`config.mk`:
```
export PLATFORM = sky130hd
export DESIGN_NAME = pdsq_root_cell
export DESIGN_NICKNAME = d
export VERILOG_FILES = /design/src/hw/rtl/pdsq_pkg.sv /design/src/hw/rtl/pdsq_root_cell.sv
export SDC_FILE = /design/constraint.sdc
export NUM_CORES = 1
export LEC_CHECK = 0
export BUFFER_PORTS_ARGS = -buffer_cell sky130_fd_sc_hd__buf_4
export CORE_AREA = 2 2 135 137
export DETAILED_ROUTE_END_ITERATION = 7
export DIE_AREA = 0 0 137 139
export PLACE_DENSITY = 0.8
export SYNTH_ARGS = -nofsm -noshare
export SYNTH_HDL_FRONTEND = slang
export SYNTH_SLANG_ARGS = --single-unit
```
`constraint.sdc`:
```
create_clock -name clock -period 9.7 [get_ports clock]
set_input_delay 0.97 -clock clock [delete_from_list [all_inputs] [get_ports clock]]
set_output_delay 0.97 -clock clock [all_outputs]
set_load 0.02 [all_outputs]
```
`src/hw/rtl/pdsq_pkg.sv`:
```
// Shared constants, register codes and word types for the PD square-root torque law.
package pdsq_pkg;

   localparam int VALUE_W    = 32;
   localparam int GAIN_W     = 16;
   localparam int LIM_W      = 31;
   localparam int OUT_W      = 32;
   localparam int FRAC_W     = 16;
   localparam int ERR_W      = VALUE_W + 1;
   localparam int ROOT_W     = (ERR_W + FRAC_W + 1) / 2;
   localparam int RAD_W      = 2 * ROOT_W;
   localparam int RAD_PAD    = RAD_W - ERR_W - FRAC_W;
   localparam int REM_W      = ROOT_W + 3;
   localparam int P_W        = GAIN_W + ERR_W;
   localparam int R_W        = GAIN_W + ROOT_W;
   localparam int D_W        = GAIN_W + VALUE_W;
   localparam int GE_W       = P_W + 1;
   localparam int TV_W       = D_W + 1;
   localparam int NET_W      = GE_W + 2;
   localparam int MAG_W      = NET_W - 1;
   localparam int GAIN_FRAC  = 8;
   localparam int CSR_IDX_W  = 3;
   localparam int CSR_DATA_W = 32;

   localparam logic [GAIN_W-1:0]  PROP_GAIN_RST   = 16'd5120;
   localparam logic [GAIN_W-1:0]  DERIV_GAIN_RST  = 16'd1280;
   localparam logic [GAIN_W-1:0]  ROOT_GAIN_RST   = 16'd256;
   localparam logic [VALUE_W-1:0] TARGET_POS_RST  = 32'd0;
   localparam logic [LIM_W-1:0]   ZERO_TOL_RST    = 31'd572;
   localparam logic [LIM_W-1:0]   TORQUE_LIM_RST  = 31'd655360;

   typedef enum logic [CSR_IDX_W-1:0] {
      CSR_PROP_GAIN       = 3'd0,
      CSR_DERIV_GAIN      = 3'd1,
      CSR_ROOT_GAIN       = 3'd2,
      CSR_TARGET_POSITION = 3'd3,
      CSR_ZERO_TOLERANCE  = 3'd4,
      CSR_TORQUE_LIMIT    = 3'd5
   } csr_index_type;

   typedef struct packed {
      logic [GAIN_W-1:0]  prop_gain;
      logic [GAIN_W-1:0]  deriv_gain;
      logic [GAIN_W-1:0]  root_gain;
      logic [VALUE_W-1:0] target_position;
      logic [LIM_W-1:0]   zero_tolerance;
      logic [LIM_W-1:0]   torque_limit;
   } csr_regs_type;

   typedef struct packed {
      logic [ERR_W-1:0]   emag;
      logic [VALUE_W-1:0] vmag;
      logic               e_neg;
      logic               v_neg;
   } carry_type;

   typedef struct packed {
      carry_type          c;
      logic [RAD_W-1:0]   rad;
      logic [REM_W-1:0]   rem;
      logic [ROOT_W-1:0]  root;
   } root_word_type;

endpackage

```
`src/hw/rtl/pdsq_root_cell.sv`:
```
// One digit cell of the square-root chain: retires one root bit per stage.
module pdsq_root_cell (
   input  logic                     clock,
   input  logic                     reset,
   input  logic                     in_valid,
   output logic                     in_ready,
   input  pdsq_pkg::root_word_type  in_word,
   output logic                     out_valid,
   input  logic                     out_ready,
   output pdsq_pkg::root_word_type  out_word
);

   logic                            valid_ff;
   pdsq_pkg::root_word_type         word_ff;
   pdsq_pkg::root_word_type         word_in;
   logic [pdsq_pkg::REM_W-1:0]      rem_sh;
   logic [pdsq_pkg::REM_W-1:0]      trial;
   logic                            fits;

   assign in_ready = !valid_ff || out_ready;

   assign rem_sh = {in_word.rem[pdsq_pkg::REM_W-3:0],
                    in_word.rad[pdsq_pkg::RAD_W-1 -: 2]};
   assign trial  = {1'b0, in_word.root, 2'b01};
   assign fits   = rem_sh >= trial;

   always_comb begin
      word_in      = in_word;
      word_in.rad  = {in_word.rad[pdsq_pkg::RAD_W-3:0], 2'b00};
      word_in.rem  = fits ? (rem_sh - trial) : rem_sh;
      word_in.root = {in_word.root[pdsq_pkg::ROOT_W-2:0], fits};
   end

   always_ff @(posedge clock) begin
      if (reset) begin
         valid_ff <= 1'b0;
      end else if (in_ready) begin
         valid_ff <= in_valid;
      end
   end

   always_ff @(posedge clock) begin
      if (in_ready) word_ff <= word_in;
   end

   assign out_valid = valid_ff;
   assign out_word  = word_ff;

endmodule

```
==> summary.md <==
| Metric | Value |
|---|---|
| Final total power | `around 2.1 mW` |
| Sum of negative setup slack | `0 ns` |
| Crit. Startpoint | `in_word[15]` |
| Crit path max-delay family | `simple AND/OR/NAND/NOR gates` |
| Fill count | `between 1000 and 1500` |
| Cell count along the critical path | `10` |
| GRT Overall Usage | `approximately a quarter` |
| Clk_skew | `~0.0062 ns` |
| Post-synth top area share | `around 68%` |
| WP data required | `between 9 and 10 ns` |
| Via count | `between 5000 and 6000` |
| Flop and latch count out of synthesis | `between 150 and 200` |
| Die outline area | `approximately 0.019 mm2` |
| 1st-iter DRT viols | `358` |
| Crit-path cells | `buf_4 > inv_1 > ha_1 > nand2_2 > nor4_4 > nand2_1 > a211oi_4 > nor2_4 > inv_4 > mux2_2` |
| WL/cell | `~21 um` |
| Worst skew pair latency | `0.43 ns` |
| Yosys Warn Count | `0` |
| Lkg Pwr | `4.65 nW` |
| Final hold vios | `0` |
| Routed length on met1 | `~8.6 mm` |
| CP Capture Point | `out_word[30]` |
| Post-synthesis async set-or-reset flop share | `0%` |
| Final #Nets | `1061` |
| Die H | `around 140 um` |
| Worst VDD drop | `between 0.0001 and 0.00015 V` |
| Pre-Repair DR Iteration Count | `5` |
| CTS tree | `yes` |
| Max cap viols | `0` |
| Tightest Pin Transition | `~1.0 ns` |
| DP HPWL | `~18 mm` |
| Most frequent cells after synthesis | `edfxtp_1, a21oi_1, inv_1, nand2_1, ha_1` |
| Most numerous cell in the Yosys netlist | `edfxtp_1` |
| First-pass GRT wire length | `around 33 mm` |
| Setup CP Type | `in2reg` |
| Clock sinks | `~170` |
| Core area | `between 0.015 and 0.02 mm2` |
| Post-synthesis cell area | `0.00738 mm2` |
| Initial Utilization | `41.8%` |
| Highest clock rate | `291 MHz` |
| Unique masters post-synth | `68` |
| Critical Path End Type | `flop` |
| Pwr dens | `~190 mW/mm2` |
| Largest net degree at the start of global routing | `82` |
| CP peak stage delay | `0.47 ns` |
| Vias in the first global route | `between 5000 and 6000` |
| GRT overflow | `0` |
| Final WL | `23.4 mm` |
| RSZ-0062 raised after global routing | `no` |
| Die width | `137 um` |
| Post-synth EDFFs | `around 170` |
| WHS Path Cells | `1` |
| Synth Flop Type | `edfxtp_1` |
| Top Metal Used | `met4` |
| Area Growth Syn to Fin | `46.3%` |
| Worst EP arrival | `between 3 and 4 ns` |
| Initial antenna violation count | `0` |
| Gpl congestion | `approximately 0.9` |
| PortBufs | `roughly 340` |
| # setup viols final | `0` |
| Num rows | `between 40 and 50` |
| Clock Path Buffers | `2` |
| CTS Root Cell | `clkbuf_16` |
| Post-synthesis instance total | `slightly above 500` |
| Setup crit start kind | `primary input` |
| Multi-input gate area | `0.00209 mm2` |
| Top post-synthesis cells by area | `edfxtp_1, ha_1, a21oi_1` |
| Avg Synthesized Cell Area | `around 14 um2` |
| Cell taking the most area after synthesis | `edfxtp_1` |
| # H-tree levels | `4` |
| HP Class | `in2reg` |
| Critical-path top delay cell | `a211oi_4` |
| DR vias/cell | `between 5 and 6` |
| Comb power frac | `between 20% and 30%` |
| Routed Antenna Nets | `0` |
| Worst R2R End | `out_word[36]` |
| Run status | `finished, final reports clean` |
| Sw Ratio | `between 20 and 30%` |
| DR WL met3 | `2.61 mm` |
| Sequential cell area fraction in the yosys report | `just under 70%` |
| Share of the clock period used by the worst path | `roughly 35%` |
| R2R Path Start | `out_valid` |
| Tmin final | `around 3.4 ns` |
| Clock power frac | `around 36%` |
| P_int | `~1.5 mW` |
| Num CTS Buffers | `17` |
| Ports | `346` |
| Slew Limit Fails | `0` |
| Drc violations | `0` |
| CP max FO | `16` |
| Share of cells above drive strength 1 | `a little under half` |
| Routed wl met2 | `~11 mm` |
| Worst R2R Path Depth | `3` |
| Slew headroom | `a little under a third` |
| Hold_buf cts | `0` |
| Psw | `approximately 570 uW` |
| Postcts setup bufs | `0` |
| Seq pwr share | `between 40% and 50%` |
| Buf/Inv on CP | `3` |
| Clock slew at reported path FFs | `around 0.07 ns` |
| N_diodes | `0` |
| Sequential Area | `around 0.005 mm2` |
| Cts repair resizes | `0` |
| Internal reg-to-reg setup slack | `6.94 ns` |
[cells in the final DEF (no fill, tap or decap), types with 4 or more instances in the layout]
master / synthesis / final
clkbuf_16: 0 / 17
o21ai_0: 22 / 22
nand3_1: 14 / 14
nor2_1: 21 / 21
xnor2_1: 11 / 11
o211ai_1: 8 / 8
nand2_1: 32 / 32
and2_1: 4 / 4
a21oi_1: 36 / 36
o21ai_1: 7 / 7
inv_8: 0 / 4
edfxtp_1: 168 / 168
ha_1: 27 / 27
inv_1: 34 / 34
o21a_1: 7 / 7
mux2_2: 8 / 8
nor3_1: 20 / 20
buf_4: 7 / 343
o31ai_2: 8 / 8
[metal layers]
metal / global-route usage, % / up-vias
met5: 0 / -
met4: 12.2 / 0
met3: 11.2 / 68
met2: 38.2 / 253
met1: 27.3 / 2740
li1: - / 2656
[flip-flops by register name, indices dropped and copies added, names as in the netlist]
register   count
out_valid      1
out_word     168
[power groups by stage]
stage	logic [mW]	registers, mW	clock network, mW
after global placement	0.418	0.912	0
after CTS	0.425	0.899	0.744
after floorplan	0.142	1.00	0
final	0.425	0.899	0.731
after global routing	0.452	0.905	0.770
after detailed placement	0.424	0.914	0
[through the flow]
stage	instances	hold WS (ns)	cell area [um2]	utilization, %	setup slack [ns]
2_1_floorplan	510	1.04	7380	-	3.56
3_3_place_gp	1070	0.916	10200	57.5	5.83
3_5_place_dp	1070	0.938	10200	57.5	5.83
4_1_cts	1102	0.692	10800	61.1	6.29
5_1_grt	1102	0.682	10800	61.1	6.10
6_report	1102	0.708	10800	61.1	6.26
[final cells by class]
cell class                 instances  share of cell area [%]
sequential                       169                    46.9
inverter                          35                    1.24
clock inverter                    14                    1.93
tap                              229                    2.66
clock buffer                      18                    3.98
multi-input combinational        294                    19.4
timing repair buffer             343                    23.9
[logic make-up (layout without fill, tap and decap cells)]
logic type | Yosys count | in the layout | synth area share [%]
xor gates and xnor gates | 14 | 14 | 1.66
other | 1 | 2 | 0.0508
AOI/OAI and AO/OA | 122 | 122 | 12.0
muxes | 11 | 11 | 1.70
buffers and inverters | 47 | 410 | 3.12
adders and majority gates | 27 | 27 | 4.58
and+or+nand+nor | 118 | 118 | 8.24
DFF | 169 | 169 | 68.7
[worst reg2reg max path, stage by stage, from the launching register on]
cell,delay [ns]
dfxtp_1,0.34
nand2b_4,0.38
buf_4,0.69
buf_4,0.90
[worst min path at each step]
stage | end | start | slack (ns)
2_1_floorplan | out_valid | reset | 1.04
3_3_place_gp | out_word[83] | out_valid | 0.92
3_5_place_dp | out_word[83] | out_valid | 0.94
4_1_cts | out_word[130] | in_word[130] | 0.69
5_1_grt | out_word[65] | in_word[63] | 0.68
6_report | out_word[73] | in_word[71] | 0.71
No activity file was read; power rests on OpenSTA's default activity.
