### src/hw/rtl/pdsq_pkg.sv
// Shared constants, register codes and word types for the PD square-root torque law.
package pdsq_pkg;

   localparam int VALUE_W    = 32;
   localparam int GAIN_W     = 16;
   localparam int LIM_W      = 31;
   localparam int OUT_W      = 32;
   localparam int FRAC_W     = 16;
   localparam int ERR_W      = VALUE_W + 1;
   localparam int ROOT_W     = (ERR_W + FRAC_W + 1) / 2;
   localparam int RAD_W      = 2 * ROOT_W;
   localparam int RAD_PAD    = RAD_W - ERR_W - FRAC_W;
   localparam int REM_W      = ROOT_W + 3;
   localparam int P_W        = GAIN_W + ERR_W;
   localparam int R_W        = GAIN_W + ROOT_W;
   localparam int D_W        = GAIN_W + VALUE_W;
   localparam int GE_W       = P_W + 1;
   localparam int TV_W       = D_W + 1;
   localparam int NET_W      = GE_W + 2;
   localparam int MAG_W      = NET_W - 1;
   localparam int GAIN_FRAC  = 8;
   localparam int CSR_IDX_W  = 3;
   localparam int CSR_DATA_W = 32;

   localparam logic [GAIN_W-1:0]  PROP_GAIN_RST   = 16'd5120;
   localparam logic [GAIN_W-1:0]  DERIV_GAIN_RST  = 16'd1280;
   localparam logic [GAIN_W-1:0]  ROOT_GAIN_RST   = 16'd256;
   localparam logic [VALUE_W-1:0] TARGET_POS_RST  = 32'd0;
   localparam logic [LIM_W-1:0]   ZERO_TOL_RST    = 31'd572;
   localparam logic [LIM_W-1:0]   TORQUE_LIM_RST  = 31'd655360;

   typedef enum logic [CSR_IDX_W-1:0] {
      CSR_PROP_GAIN       = 3'd0,
      CSR_DERIV_GAIN      = 3'd1,
      CSR_ROOT_GAIN       = 3'd2,
      CSR_TARGET_POSITION = 3'd3,
      CSR_ZERO_TOLERANCE  = 3'd4,
      CSR_TORQUE_LIMIT    = 3'd5
   } csr_index_type;

   typedef struct packed {
      logic [GAIN_W-1:0]  prop_gain;
      logic [GAIN_W-1:0]  deriv_gain;
      logic [GAIN_W-1:0]  root_gain;
      logic [VALUE_W-1:0] target_position;
      logic [LIM_W-1:0]   zero_tolerance;
      logic [LIM_W-1:0]   torque_limit;
   } csr_regs_type;

   typedef struct packed {
      logic [ERR_W-1:0]   emag;
      logic [VALUE_W-1:0] vmag;
      logic               e_neg;
      logic               v_neg;
   } carry_type;

   typedef struct packed {
      carry_type          c;
      logic [RAD_W-1:0]   rad;
      logic [REM_W-1:0]   rem;
      logic [ROOT_W-1:0]  root;
   } root_word_type;

endpackage

### src/hw/rtl/pdsq_front.sv
// Input register, deadband test, error and magnitude stages.
module pdsq_front (
   input  logic                                  clock,
   input  logic                                  reset,
   input  pdsq_pkg::csr_regs_type                csr,
   input  logic                                  req_valid,
   output logic                                  req_stall,
   input  logic signed [pdsq_pkg::VALUE_W-1:0]   req_shaft_position,
   input  logic signed [pdsq_pkg::VALUE_W-1:0]   req_shaft_velocity,
   output logic                                  out_valid,
   input  logic                                  out_ready,
   output pdsq_pkg::root_word_type               out_word
);

   logic                                 in_v_ff;
   logic signed [pdsq_pkg::VALUE_W-1:0]  pos_ff;
   logic signed [pdsq_pkg::VALUE_W-1:0]  vel_ff;

   logic                                 a_v_ff;
   logic                                 keep_ff;
   logic                                 keep_in;
   logic signed [pdsq_pkg::ERR_W-1:0]    e_ff;
   logic signed [pdsq_pkg::ERR_W-1:0]    e_in;
   logic [pdsq_pkg::VALUE_W-1:0]         vmag_ff;
   logic [pdsq_pkg::VALUE_W-1:0]         vmag_in;
   logic                                 vneg_ff;

   logic                                 b_v_ff;
   pdsq_pkg::root_word_type              word_ff;
   pdsq_pkg::root_word_type              word_in;

   logic                                 ready0;
   logic                                 ready1;
   logic                                 ready2;

   logic signed [pdsq_pkg::VALUE_W-1:0]  tol_s;
   logic signed [pdsq_pkg::VALUE_W-1:0]  neg_tol;
   logic signed [pdsq_pkg::VALUE_W-1:0]  tgt_s;
   logic                                 e_neg;
   logic [pdsq_pkg::ERR_W-1:0]           emag;

   assign ready2    = !b_v_ff || out_ready;
   assign ready1    = !a_v_ff || !keep_ff || ready2;
   assign ready0    = !in_v_ff || ready1;
   assign req_stall = !ready0;

   // deadband on the raw position
   assign tol_s   = $signed({1'b0, csr.zero_tolerance});
   assign neg_tol = -tol_s;
   assign tgt_s   = $signed(csr.target_position);
   assign keep_in = !((pos_ff <= tol_s) && (pos_ff >= neg_tol));
   assign e_in    = $signed({pos_ff[pdsq_pkg::VALUE_W-1], pos_ff})
                  - $signed({tgt_s[pdsq_pkg::VALUE_W-1], tgt_s});
   assign vmag_in = vel_ff[pdsq_pkg::VALUE_W-1]
                  ? (~vel_ff + pdsq_pkg::VALUE_W'(1)) : vel_ff;

   assign e_neg = e_ff[pdsq_pkg::ERR_W-1];
   assign emag  = e_neg ? (~e_ff + pdsq_pkg::ERR_W'(1)) : e_ff;

   always_comb begin
      word_in         = '0;
      word_in.c.emag  = emag;
      word_in.c.vmag  = vmag_ff;
      word_in.c.e_neg = e_neg;
      word_in.c.v_neg = vneg_ff;
      word_in.rad     = {{pdsq_pkg::RAD_PAD{1'b0}}, emag, {pdsq_pkg::FRAC_W{1'b0}}};
   end

   always_ff @(posedge clock) begin
      if (reset) begin
         in_v_ff <= 1'b0;
         a_v_ff  <= 1'b0;
         b_v_ff  <= 1'b0;
      end else begin
         if (ready0) in_v_ff <= req_valid;
         if (ready1) a_v_ff  <= in_v_ff;
         if (ready2) b_v_ff  <= a_v_ff && keep_ff;
      end
   end

   always_ff @(posedge clock) begin
      if (ready0) begin
         pos_ff <= req_shaft_position;
         vel_ff <= req_shaft_velocity;
      end
      if (ready1) begin
         keep_ff <= keep_in;
         e_ff    <= e_in;
         vmag_ff <= vmag_in;
         vneg_ff <= vel_ff[pdsq_pkg::VALUE_W-1];
      end
      if (ready2) word_ff <= word_in;
   end

   assign out_valid = b_v_ff;
   assign out_word  = word_ff;

endmodule

### config.mk
export PLATFORM = sky130hd
export DESIGN_NAME = pdsq_front
export DESIGN_NICKNAME = d
export VERILOG_FILES = /design/src/hw/rtl/pdsq_pkg.sv /design/src/hw/rtl/pdsq_front.sv
export SDC_FILE = /design/constraint.sdc
export NUM_CORES = 1
export LEC_CHECK = 0
export ABC_AREA = 1
export ABC_CLOCK_PERIOD_IN_PS = 14800
export BUFFER_PORTS_ARGS = -buffer_cell sky130_fd_sc_hd__buf_2
export CAP_MARGIN = 20
export CORE_UTILIZATION = 40
export DETAILED_ROUTE_END_ITERATION = 10
export PLACE_DENSITY_LB_ADDON = 0.12
export SLEW_MARGIN = 20
export SYNTH_ARGS = -nofsm -noshare
export SYNTH_HDL_FRONTEND = slang
export SYNTH_SLANG_ARGS = --single-unit
export TNS_END_PERCENT = 10
### constraint.sdc
create_clock -name clock -period 14.8 [get_ports clock]
set_input_delay 0 -clock clock [delete_from_list [all_inputs] [get_ports clock]]
set_output_delay 0 -clock clock [all_outputs]
set_load 0.02 [all_outputs]
==> impl_metrics.ini <==
[run_status]
status = completed

[sta]
hold_violations = 0
final-max-slew-violation-count = 0
setup_viol = 0
worst_slack_ns = 12.03
worst_pin_slew_ns = 0.934
relSlewSlack = 0.377
setup_total_negative_slack_ns = 0
min_period_over_period = 0.187
skew_ns = 0.0156
max_freq_ghz = 0.361
min_period_ns = 2.77
rsz0062_at_grt = no

[critical_path]
r2r-end = vel_ff[20]
cp-startpoint = out_valid
slowest_delay_ns = 0.64
path_cells = inv_1 -> nor2_1 -> inv_2 -> buf_4 -> nor2_1 -> inv_2 -> nor2_1 -> inv_2 -> buf_4
cp-end-kind = register
crit_end = vel_ff[20]
crit_required_ns = 14.96
reg2reg_depth = 9
criticalPathCategory = reg2reg
r2r-start = out_valid
worstPathArrival_ns = 2.93
crit_path_top_delay_cell = buf_4
r2r_slack_ns = 12.03
startpoint_type = register
crit_path_max_fanout = 69

[layout]
syn_to_final_growth_pct = 21.1
fin_nets = 1944
multi_input_area_mm2 = 0.00557
stdcell_area_mm2 = 0.0154
fin_util = 0.490
final_cells = 2057
drive_above_1_share = 0.192
fill_cells = 3033
area.sequential_mm2 = 0.00601

[pwr]
switching_power_w = 0.000571
leakage_nw = 7.18
swShare = 0.308
p_clk_frac = 0.336
power_density_mw_per_mm2 = 120
p_comb_frac = 0.243
power_frac_seq = 0.421
peakVddDrop_v = 0.0000826
p_int_w = 0.00128

[floorplan]
dieArea_mm2 = 0.0326
ios = 382
placementRows = 65
die_w_um = 181
core_area_mm2 = 0.0315
die-height_um = 181
initial_core_util = 0.405

[clocking]
cts_num_sinks = 201
ctsHoldBuffers = 68
ctsResizeCount = 0
clkTransAtPathRegs_ns = 0.06
clockBufferDepth = 3
cts_inserted_buffers = 24
cts_setup_buffers = 0
clk_latency_ns = 0.52
clockRootBuffer = clkbuf_16
cts_tree = built
cts_max_level = 1

[place]
place_area_mm2 = 0.0139
port_buffers = 232
dpl_worst_slack_ns = 11.49
place_inst = 1944
gp_congestion = 0.897
dp_hpwl_um = 23700

[grt]
grt_pass1_vias = 9122
grt_start_max_net_pins = 70
grt_use_total = 0.181
grt_pass1_wl_um = 46800
grt_overflow = 0
grt_antenna_before_repair = 1

[detailed_routing]
drc = 0
firstDrtPassIters = 5
routed_wl_um = 29500
ant_nets = 0
drt_iter0_markers = 424
vias = 9547
via_per_inst = 4.64
wire_per_inst_um = 14.3

[yosys]
yosysSeqAreaShare = 0.471
synth_edf_count = 198
syn-mean-instance-area_um2 = 9.47
yosysTopAreaCellShare = 0.466
yosysWarnings = 0
synth_area_leaders = edfxtp_1 (47%), ha_1 (9.5%), nand2_1 (7.1%), buf_4 (6.1%), xor2_1 (5.9%)
async_flop_share = 0
ys.flop_type = edfxtp_1
syn_area_mm2 = 0.0128
netlist_instances = 1347
ys_seq_elements = 201
synth_common_cells = nand2_1 (240), edfxtp_1 (198), inv_1 (163)
synth_area_leader_cell = edfxtp_1
yosysUniqueCellTypes = 43
yosysMostFrequentCell = nand2_1

[worst_hold_path]
min_path_type = in2reg

[flow_run]
cap_violations = 0
## state kept, by name, summed over array words and instances (netlist names)
signal and flops:
a_v_ff 1, e_ff 33, in_v_ff 1, keep_ff 1
out_valid 1, out_word 67, pos_ff 32, vel_ff 32
vmag_ff 32, vneg_ff 1
## worst min-delay path by stage
stage                      endpoint  cells past startpoint                   from
after floorplan              a_v_ff                      1                  reset
after global placement    pos_ff[9]                      1  req_shaft_position[9]
after detailed placement  pos_ff[8]                      1  req_shaft_position[8]
after CTS                   e_ff[2]                      4                csr[64]
after global routing        e_ff[2]                      4                csr[64]
final                       e_ff[2]                      4                csr[64]
## cells in the final DEF, fill, tap and decap left out, types with 3 or more instances in the layout
| cell | instances |
|---|---|
| conb_1 | 70 |
| inv_2 | 9 |
| o21a_1 | 9 |
| nand3_2 | 5 |
| clkinv_1 | 5 |
| ha_1 | 97 |
| clkinvlp_4 | 3 |
| a21o_1 | 3 |
| dfxtp_1 | 3 |
| xor2_1 | 86 |
| o21ai_1 | 4 |
| nand2_2 | 3 |
| clkbuf_16 | 25 |
| o21ai_2 | 7 |
| nor2_2 | 7 |
| nand2_1 | 240 |
| xnor2_1 | 19 |
| inv_1 | 160 |
| clkinv_2 | 3 |
| nand4_1 | 19 |
| nor2_1 | 120 |
| o21ai_0 | 50 |
| nand3b_1 | 7 |
| a21oi_1 | 80 |
| buf_4 | 4 |
| nor3_1 | 20 |
| nand3_1 | 49 |
| nor4_1 | 12 |
| bufinv_16 | 5 |
| buf_2 | 232 |
| dlygate4sd3_1 | 68 |
| edfxtp_1 | 198 |
| nor3_4 | 4 |
## routing by layer
| metal | GRT usage | part of all wire | wire length [um] |
|---|---|---|---|
| met3 | 0.0200 | 0.040 | 1170 |
| met2 | 0.295 | 0.45 | 13200 |
| met5 | 0 | 0 | 0 |
| met1 | 0.255 | 0.49 | 14400 |
| met4 | 0.0462 | 0.021 | 622 |
## final cells by class
cell class / instances / share of cell area
flip-flops and latches: 201 / 0.389
multi-input cells: 936 / 0.361
clock inverters: 17 / 0.0139
well taps: 402 / 0.0326
inverters: 169 / 0.0411
repair buffers: 304 / 0.121
clock buffers: 27 / 0.0410
diodes: 1 / 0.000162
## stage by stage
step	total power (W)	hold slack [ns]
floorplan	0.00114	0.0691
global route	0.00195	0.0733
finish	0.00185	0.0686
global placement	0.00123	0.176
detailed placement	0.00123	0.178
CTS	0.00188	0.0454
## cells by family (layout without fill, tap and decap cells)
group           count (synthesis)  count (layout)  share of synthesized area
compound gates                162             162                     0.0697
xor+xnor                      105             105                     0.0721
fa+ha+maj                      98              98                     0.0967
buf+inv                       279             517                      0.112
flops                         201             201                      0.471
other cells                     1              71                   0.000294
simple gates                  501             501                      0.178
## critical path: cells and delay by family (launching register included)
family | cells | cell delay [ns]
AND/OR/NAND/NOR | 3 | 0.21
flip-flops | 1 | 0.31
buffers and inverters | 6 | 1.89
## power groups by stage
stage               Sequential [W]  Clock [W]  Combinational (W)
floorplan                 0.000843          0           0.000298
global placement          0.000791          0           0.000437
detailed placement        0.000795          0           0.000439
CTS                       0.000783   0.000643           0.000454
global route              0.000794   0.000660           0.000494
finish                    0.000782   0.000623           0.000450
Note: power is estimated with default switching activity, not from simulation.
