`config.mk`:
```
export PLATFORM = sky130hd
export DESIGN_NAME = pdsq_back
export DESIGN_NICKNAME = d
export VERILOG_FILES = /design/src/hw/rtl/pdsq_pkg.sv /design/src/hw/rtl/pdsq_back.sv
export SDC_FILE = /design/constraint.sdc
export NUM_CORES = 2
export LEC_CHECK = 0
export BUFFER_PORTS_ARGS = -buffer_cell sky130_fd_sc_hd__buf_2
export CORE_ASPECT_RATIO = 0.6
export CORE_MARGIN = 2
export CORE_UTILIZATION = 50
export CTS_CLUSTER_SIZE = 20
export DETAILED_ROUTE_END_ITERATION = 10
export GPL_ROUTABILITY_DRIVEN = 0
export GPL_TIMING_DRIVEN = 0
export PLACE_DENSITY = 0.66
export REMOVE_ABC_BUFFERS = 1
export SYNTH_ARGS = -nofsm -noshare
export SYNTH_HDL_FRONTEND = slang
export SYNTH_SLANG_ARGS = --single-unit
export TNS_END_PERCENT = 100
```
`constraint.sdc`:
```
create_clock -name clock -period 22.4 [get_ports clock]
set_input_delay 6.72 -clock clock [delete_from_list [all_inputs] [get_ports clock]]
set_output_delay 6.72 -clock clock [all_outputs]
set_load 0.02 [all_outputs]
```
`src/hw/rtl/pdsq_pkg.sv`:
```
// Shared constants, register codes and word types for the PD square-root torque law.
package pdsq_pkg;

   localparam int VALUE_W    = 32;
   localparam int GAIN_W     = 16;
   localparam int LIM_W      = 31;
   localparam int OUT_W      = 32;
   localparam int FRAC_W     = 16;
   localparam int ERR_W      = VALUE_W + 1;
   localparam int ROOT_W     = (ERR_W + FRAC_W + 1) / 2;
   localparam int RAD_W      = 2 * ROOT_W;
   localparam int RAD_PAD    = RAD_W - ERR_W - FRAC_W;
   localparam int REM_W      = ROOT_W + 3;
   localparam int P_W        = GAIN_W + ERR_W;
   localparam int R_W        = GAIN_W + ROOT_W;
   localparam int D_W        = GAIN_W + VALUE_W;
   localparam int GE_W       = P_W + 1;
   localparam int TV_W       = D_W + 1;
   localparam int NET_W      = GE_W + 2;
   localparam int MAG_W      = NET_W - 1;
   localparam int GAIN_FRAC  = 8;
   localparam int CSR_IDX_W  = 3;
   localparam int CSR_DATA_W = 32;

   localparam logic [GAIN_W-1:0]  PROP_GAIN_RST   = 16'd5120;
   localparam logic [GAIN_W-1:0]  DERIV_GAIN_RST  = 16'd1280;
   localparam logic [GAIN_W-1:0]  ROOT_GAIN_RST   = 16'd256;
   localparam logic [VALUE_W-1:0] TARGET_POS_RST  = 32'd0;
   localparam logic [LIM_W-1:0]   ZERO_TOL_RST    = 31'd572;
   localparam logic [LIM_W-1:0]   TORQUE_LIM_RST  = 31'd655360;

   typedef enum logic [CSR_IDX_W-1:0] {
      CSR_PROP_GAIN       = 3'd0,
      CSR_DERIV_GAIN      = 3'd1,
      CSR_ROOT_GAIN       = 3'd2,
      CSR_TARGET_POSITION = 3'd3,
      CSR_ZERO_TOLERANCE  = 3'd4,
      CSR_TORQUE_LIMIT    = 3'd5
   } csr_index_type;

   typedef struct packed {
      logic [GAIN_W-1:0]  prop_gain;
      logic [GAIN_W-1:0]  deriv_gain;
      logic [GAIN_W-1:0]  root_gain;
      logic [VALUE_W-1:0] target_position;
      logic [LIM_W-1:0]   zero_tolerance;
      logic [LIM_W-1:0]   torque_limit;
   } csr_regs_type;

   typedef struct packed {
      logic [ERR_W-1:0]   emag;
      logic [VALUE_W-1:0] vmag;
      logic               e_neg;
      logic               v_neg;
   } carry_type;

   typedef struct packed {
      carry_type          c;
      logic [RAD_W-1:0]   rad;
      logic [REM_W-1:0]   rem;
      logic [ROOT_W-1:0]  root;
   } root_word_type;

endpackage

```
`src/hw/rtl/pdsq_back.sv`:
```
// Gain multiply, term sum, saturation, rounding and output register.
module pdsq_back (
   input  logic                                 clock,
   input  logic                                 reset,
   input  pdsq_pkg::csr_regs_type               csr,
   input  logic                                 in_valid,
   output logic                                 in_ready,
   input  pdsq_pkg::root_word_type              in_word,
   output logic                                 rsp_valid,
   input  logic                                 rsp_stall,
   output logic signed [pdsq_pkg::OUT_W-1:0]    rsp_torque_command
);

   logic m_v_ff, s_v_ff, n_v_ff, g_v_ff, r_v_ff, o_v_ff;
   logic m_rdy, s_rdy, n_rdy, g_rdy, r_rdy, o_rdy;

   logic [pdsq_pkg::P_W-1:0]            p_ff, p_in;
   logic [pdsq_pkg::R_W-1:0]            r_ff, r_in;
   logic [pdsq_pkg::D_W-1:0]            d_ff, d_in;
   logic                                m_eneg_ff, m_vneg_ff;

   logic [pdsq_pkg::GE_W-1:0]           ge_ff, ge_in;
   logic signed [pdsq_pkg::TV_W-1:0]    tv_ff, tv_in;
   logic                                s_eneg_ff;

   logic signed [pdsq_pkg::NET_W-1:0]   net_ff, net_in;
   logic signed [pdsq_pkg::NET_W-1:0]   tv_ext, ge_ext;

   logic [pdsq_pkg::MAG_W-1:0]          mag_ff, mag_in;
   logic                                g_neg_ff, g_neg_in;
   logic [pdsq_pkg::NET_W-1:0]          net_abs;

   logic [pdsq_pkg::LIM_W-1:0]          omag_ff, omag_in;
   logic                                r_neg_ff;
   logic [pdsq_pkg::MAG_W-1:0]          lim_sh;
   logic [pdsq_pkg::MAG_W-1:0]          rnd;
   logic                                sat;

   logic signed [pdsq_pkg::OUT_W-1:0]   torque_ff, torque_in;

   assign o_rdy    = !o_v_ff || !rsp_stall;
   assign r_rdy    = !r_v_ff || o_rdy;
   assign g_rdy    = !g_v_ff || r_rdy;
   assign n_rdy    = !n_v_ff || g_rdy;
   assign s_rdy    = !s_v_ff || n_rdy;
   assign m_rdy    = !m_v_ff || s_rdy;
   assign in_ready = m_rdy;

   assign p_in = csr.prop_gain * in_word.c.emag;
   assign r_in = csr.root_gain * in_word.root;
   assign d_in = csr.deriv_gain * in_word.c.vmag;

   // error terms oppose e, velocity term opposes the velocity
   assign ge_in = pdsq_pkg::GE_W'(p_ff) + pdsq_pkg::GE_W'(r_ff);
   assign tv_in = m_vneg_ff ? $signed({1'b0, d_ff}) : -$signed({1'b0, d_ff});

   assign tv_ext = {{(pdsq_pkg::NET_W - pdsq_pkg::TV_W){tv_ff[pdsq_pkg::TV_W-1]}}, tv_ff};
   assign ge_ext = $signed({{(pdsq_pkg::NET_W - pdsq_pkg::GE_W){1'b0}}, ge_ff});
   assign net_in = s_eneg_ff ? (tv_ext + ge_ext) : (tv_ext - ge_ext);

   assign g_neg_in = net_ff[pdsq_pkg::NET_W-1];
   assign net_abs  = g_neg_in ? (~net_ff + pdsq_pkg::NET_W'(1)) : net_ff;
   assign mag_in   = net_abs[pdsq_pkg::MAG_W-1:0];

   assign lim_sh  = pdsq_pkg::MAG_W'({csr.torque_limit, {pdsq_pkg::GAIN_FRAC{1'b0}}});
   assign sat     = mag_ff > lim_sh;
   assign rnd     = mag_ff + (pdsq_pkg::MAG_W'(1) << (pdsq_pkg::GAIN_FRAC - 1));
   assign omag_in = sat ? csr.torque_limit
                        : rnd[pdsq_pkg::LIM_W + pdsq_pkg::GAIN_FRAC - 1 : pdsq_pkg::GAIN_FRAC];

   assign torque_in = r_neg_ff ? $signed(~{1'b0, omag_ff} + pdsq_pkg::OUT_W'(1))
                               : $signed({1'b0, omag_ff});

   always_ff @(posedge clock) begin
      if (reset) begin
         m_v_ff <= 1'b0;
         s_v_ff <= 1'b0;
         n_v_ff <= 1'b0;
         g_v_ff <= 1'b0;
         r_v_ff <= 1'b0;
         o_v_ff <= 1'b0;
      end else begin
         if (m_rdy) m_v_ff <= in_valid;
         if (s_rdy) s_v_ff <= m_v_ff;
         if (n_rdy) n_v_ff <= s_v_ff;
         if (g_rdy) g_v_ff <= n_v_ff;
         if (r_rdy) r_v_ff <= g_v_ff;
         if (o_rdy) o_v_ff <= r_v_ff;
      end
   end

   always_ff @(posedge clock) begin
      if (m_rdy) begin
         p_ff      <= p_in;
         r_ff      <= r_in;
         d_ff      <= d_in;
         m_eneg_ff <= in_word.c.e_neg;
         m_vneg_ff <= in_word.c.v_neg;
      end
      if (s_rdy) begin
         ge_ff     <= ge_in;
         tv_ff     <= tv_in;
         s_eneg_ff <= m_eneg_ff;
      end
      if (n_rdy) net_ff <= net_in;
      if (g_rdy) begin
         mag_ff   <= mag_in;
         g_neg_ff <= g_neg_in;
      end
      if (r_rdy) begin
         omag_ff  <= omag_in;
         r_neg_ff <= g_neg_ff;
      end
      if (o_rdy) torque_ff <= torque_in;
   end

   assign rsp_valid          = o_v_ff;
   assign rsp_torque_command = torque_ff;

endmodule

```
==> summary.md <==
| Metric | Value |
|---|---|
| Via count | 50050 |
| Met3 wire length | 17.03 mm |
| Syn. warnings | 0 |
| Clock sink total | 414 |
| First-pass GRT wire length | 290.6 mm |
| Fillers | 12350 |
| Worst Path Class, Setup | in -> out |
| Drt drc | 0 |
| EDFF count, synth | 408 |
| Synth cell types | 78 |
| Number of antenna violations at the first check in global routing | 3 |
| Most used DFF post-synth | edfxtp_1 |
| Core area | 0.1362 mm^2 |
| Post-synth ARST share | 0 |
| Hold Crit Class | reg -> reg |
| Fmax | 67.19 MHz |
| PnR worst setup slack | 7516 ps |
| CP required | 15680 ps |
| Synthesized area per cell | 9.389 um^2 |
| Fin. Hold Viols | 0 |
| Synth Register Bits | 414 |
| Period utilization | 0.6645 |
| Max Slew Vio Count | 0 |
| Total congestion overflow | 0 |
| Worst-Margin Slew | 1352 ps |
| Detailed Place HPWL | 139.7 mm |
| Clock Skew | 26.97 ps |
| Routed WL per cell | 19.51 um |
| Die Wd | 481.4 um |
| Final Setup Violations | 0 |
| WL met1 | 82.29 mm |
| Setup TNS | 0 ps |
| Vias/cell | 5.495 |
| Outcome | complete, no violations |
| CP max FO | 19 |
| Longest Clk Path Bufs | 3 |
| Arrival time at the worst endpoint | 8160 ps |
| RSZ-0062 raised after global routing | no |
| Io pins | 350 |
| Post-CTS Setup Repair Bufs | 0 |
| WL final | 177.7 mm |
| Mapped Area | 0.06837 mm^2 |
| Met2 Wirelength | 76.21 mm |
| Area occupied by multi-input gates | 0.04979 mm^2 |
| Clock transition at path regs | 60 ps |
| Antenna diodes | 0 |
| Crit. End Element | output pin |
| Root buffer cell | clkbuf_16 |
| Iteration-0 DRC Markers | 3940 |
| Area delta synth->final | 5.644% |
| Hold_buf cts | 0 |
| Post-DRT Antenna Nets | 0 |
| Num CTS Buffers | 42 |
| Die area | 0.1398 mm^2 |
| Nets | 9225 |
| CTS tree | built |
| Share of cells above drive strength 1 | 0.04432 |
| Core Util, Final | 0.5302 |
| H-tree depth | 2 |
| Total GRT Usage | 0.2621 |
| Clk_lat worst skew | 590 ps |
| Seq. cell area | 0.01237 mm^2 |
| CP Launch Type | primary input |
| # Max-Cap Violations | 0 |
| CTS resizes | 0 |
| Seq/Total Area, Yosys | 0.1810 |
| 1st-pass router iterations | 7 |
| Die height | 290.4 um |
| Pre-CTS setup slack | 7481 ps |
| Max Used Layer | met4 |
| Row count | 105 |
| Max_slew headroom | 0.08612 |
| Number of global-route vias before repair | 52480 |
| PortBufs | 208 |
| Final worst path period need | 14880 ps |
| Initial Util | 0.5018 |
| Cells after synthesis | 7282 |
| Largest net degree at the start of global routing | 74 |
-- cell usage after synthesis, drive strengths merged (5+ instances only) --
| library cell | instances | area, um^2 |
|---|---|---|
| nand3 | 65 | 325.3 |
| ha | 482 | 6031 |
| o31ai | 22 | 165.2 |
| o21ai | 153 | 765.7 |
| nor2b | 30 | 187.7 |
| a31oi | 35 | 219.0 |
| nand2 | 1059 | 3975 |
| dfxtp | 6 | 120.1 |
| o21a | 23 | 172.7 |
| a211o | 11 | 96.34 |
| xor2 | 172 | 1506 |
| a21boi | 11 | 82.58 |
| o21bai | 26 | 195.2 |
| inv | 1374 | 5157 |
| a211oi | 13 | 97.59 |
| mux2i | 31 | 310.3 |
| or4 | 18 | 146.4 |
| a21oi | 283 | 1420 |
| or2 | 9 | 56.30 |
| o41ai | 14 | 141.4 |
| nor2 | 209 | 784.5 |
| a31o | 7 | 61.31 |
| fa | 1172 | 23460 |
| nand2b | 35 | 221.5 |
| or3 | 17 | 111.4 |
| edfxtp | 408 | 12250 |
| nor3b | 14 | 110.1 |
| o2111ai | 5 | 43.79 |
| and2 | 613 | 3835 |
| mux2 | 9 | 101.4 |
| a221oi | 10 | 87.58 |
| xnor2 | 242 | 2120 |
| o211ai | 16 | 120.1 |
| a311oi | 5 | 43.79 |
| and3 | 51 | 319.1 |
| clkbuf | 284 | 1066 |
| nor3 | 64 | 331.6 |
| and4 | 5 | 43.79 |
| nor4 | 29 | 202.7 |
| nand4 | 50 | 312.8 |
| a21o | 150 | 1126 |
-- registers in the layout, indices dropped and copies added (netlist names), 31 cells and up --
register / cells
rsp_torque_command: 32
tv_ff: 49
p_ff: 49
d_ff: 48
r_ff: 41
mag_ff: 51
ge_ff: 50
omag_ff: 31
net_ff: 52
-- placed cells by master, fill, tap and decap left out, types with 30 or more instances in the layout --
| cell type | synthesis | final |
|---|---|---|
| a21o_1 | 150 | 150 |
| a21oi_1 | 282 | 281 |
| a31oi_1 | 35 | 35 |
| and2_1 | 613 | 613 |
| and3_1 | 51 | 51 |
| buf_2 | 1 | 208 |
| clkbuf_16 | 0 | 43 |
| edfxtp_1 | 408 | 408 |
| fa_1 | 1172 | 1172 |
| ha_1 | 482 | 482 |
| inv_1 | 1374 | 1373 |
| mux2i_1 | 31 | 31 |
| nand2_1 | 1059 | 1056 |
| nand2b_1 | 34 | 34 |
| nand3_1 | 65 | 64 |
| nand4_1 | 50 | 50 |
| nor2_1 | 209 | 209 |
| nor2b_1 | 30 | 30 |
| nor3_1 | 63 | 63 |
| o21ai_0 | 152 | 152 |
| xnor2_1 | 242 | 242 |
| xor2_1 | 172 | 172 |
-- final timing paths --
path | end | cells past startpoint | slack, ps | from
setup / recovery | in_ready | 5 | 7520 | rsp_stall
hold / removal | s_eneg_ff | 0 | 430 | m_eneg_ff
setup reg to reg | net_ff[50] | 17 | 16070 | ge_ff[2]
hold reg to reg | s_eneg_ff | 0 | 430 | m_eneg_ff
-- per-stage QoR --
step	area [um^2]	std cells	hold WS, ps
final	72230	9107	428.4
after global routing	72230	9107	451.3
after CTS	72170	9105	431.7
after detailed placement	70810	9028	416.9
after global placement	70600	9021	411.2
after floorplan	67290	6994	400.3
-- metal layers --
| metal | vias to the layer above | GRT usage |
|---|---|---|
| met1 | 25270 | 0.3999 |
| met5 | - | 0 |
| li1 | 22720 | - |
| met2 | 1889 | 0.3907 |
| met4 | 0 | 0.03632 |
| met3 | 172 | 0.05702 |
-- layout make-up --
| cell class | count | area share |
|---|---|---|
| Clock buffer | 50 | 0.01526 |
| Clock inverter | 27 | 0.003603 |
| Inverter | 1374 | 0.07141 |
| Multi-Input combinational cell | 5206 | 0.6894 |
| Sequential cell | 414 | 0.1713 |
| Tap cell | 1819 | 0.03151 |
| Timing Repair Buffer | 217 | 0.01753 |
-- worst max-delay path: stages --
cell     delay, ps
buf_2          100
and3_1         260
and3_1         390
nand3_4        360
buf_2          300
-- logic make-up after synthesis --
logic type      synth area share
simple gates              0.1618
fa+ha+maj                 0.4314
xor+xnor                 0.05304
compound gates           0.07555
buf+inv                  0.09127
flops                     0.1810
mux                     0.006021
Power is left out: the tool's default activity adds up to more than one toggle a clock period on the data nets, which glitch-free logic cannot reach.
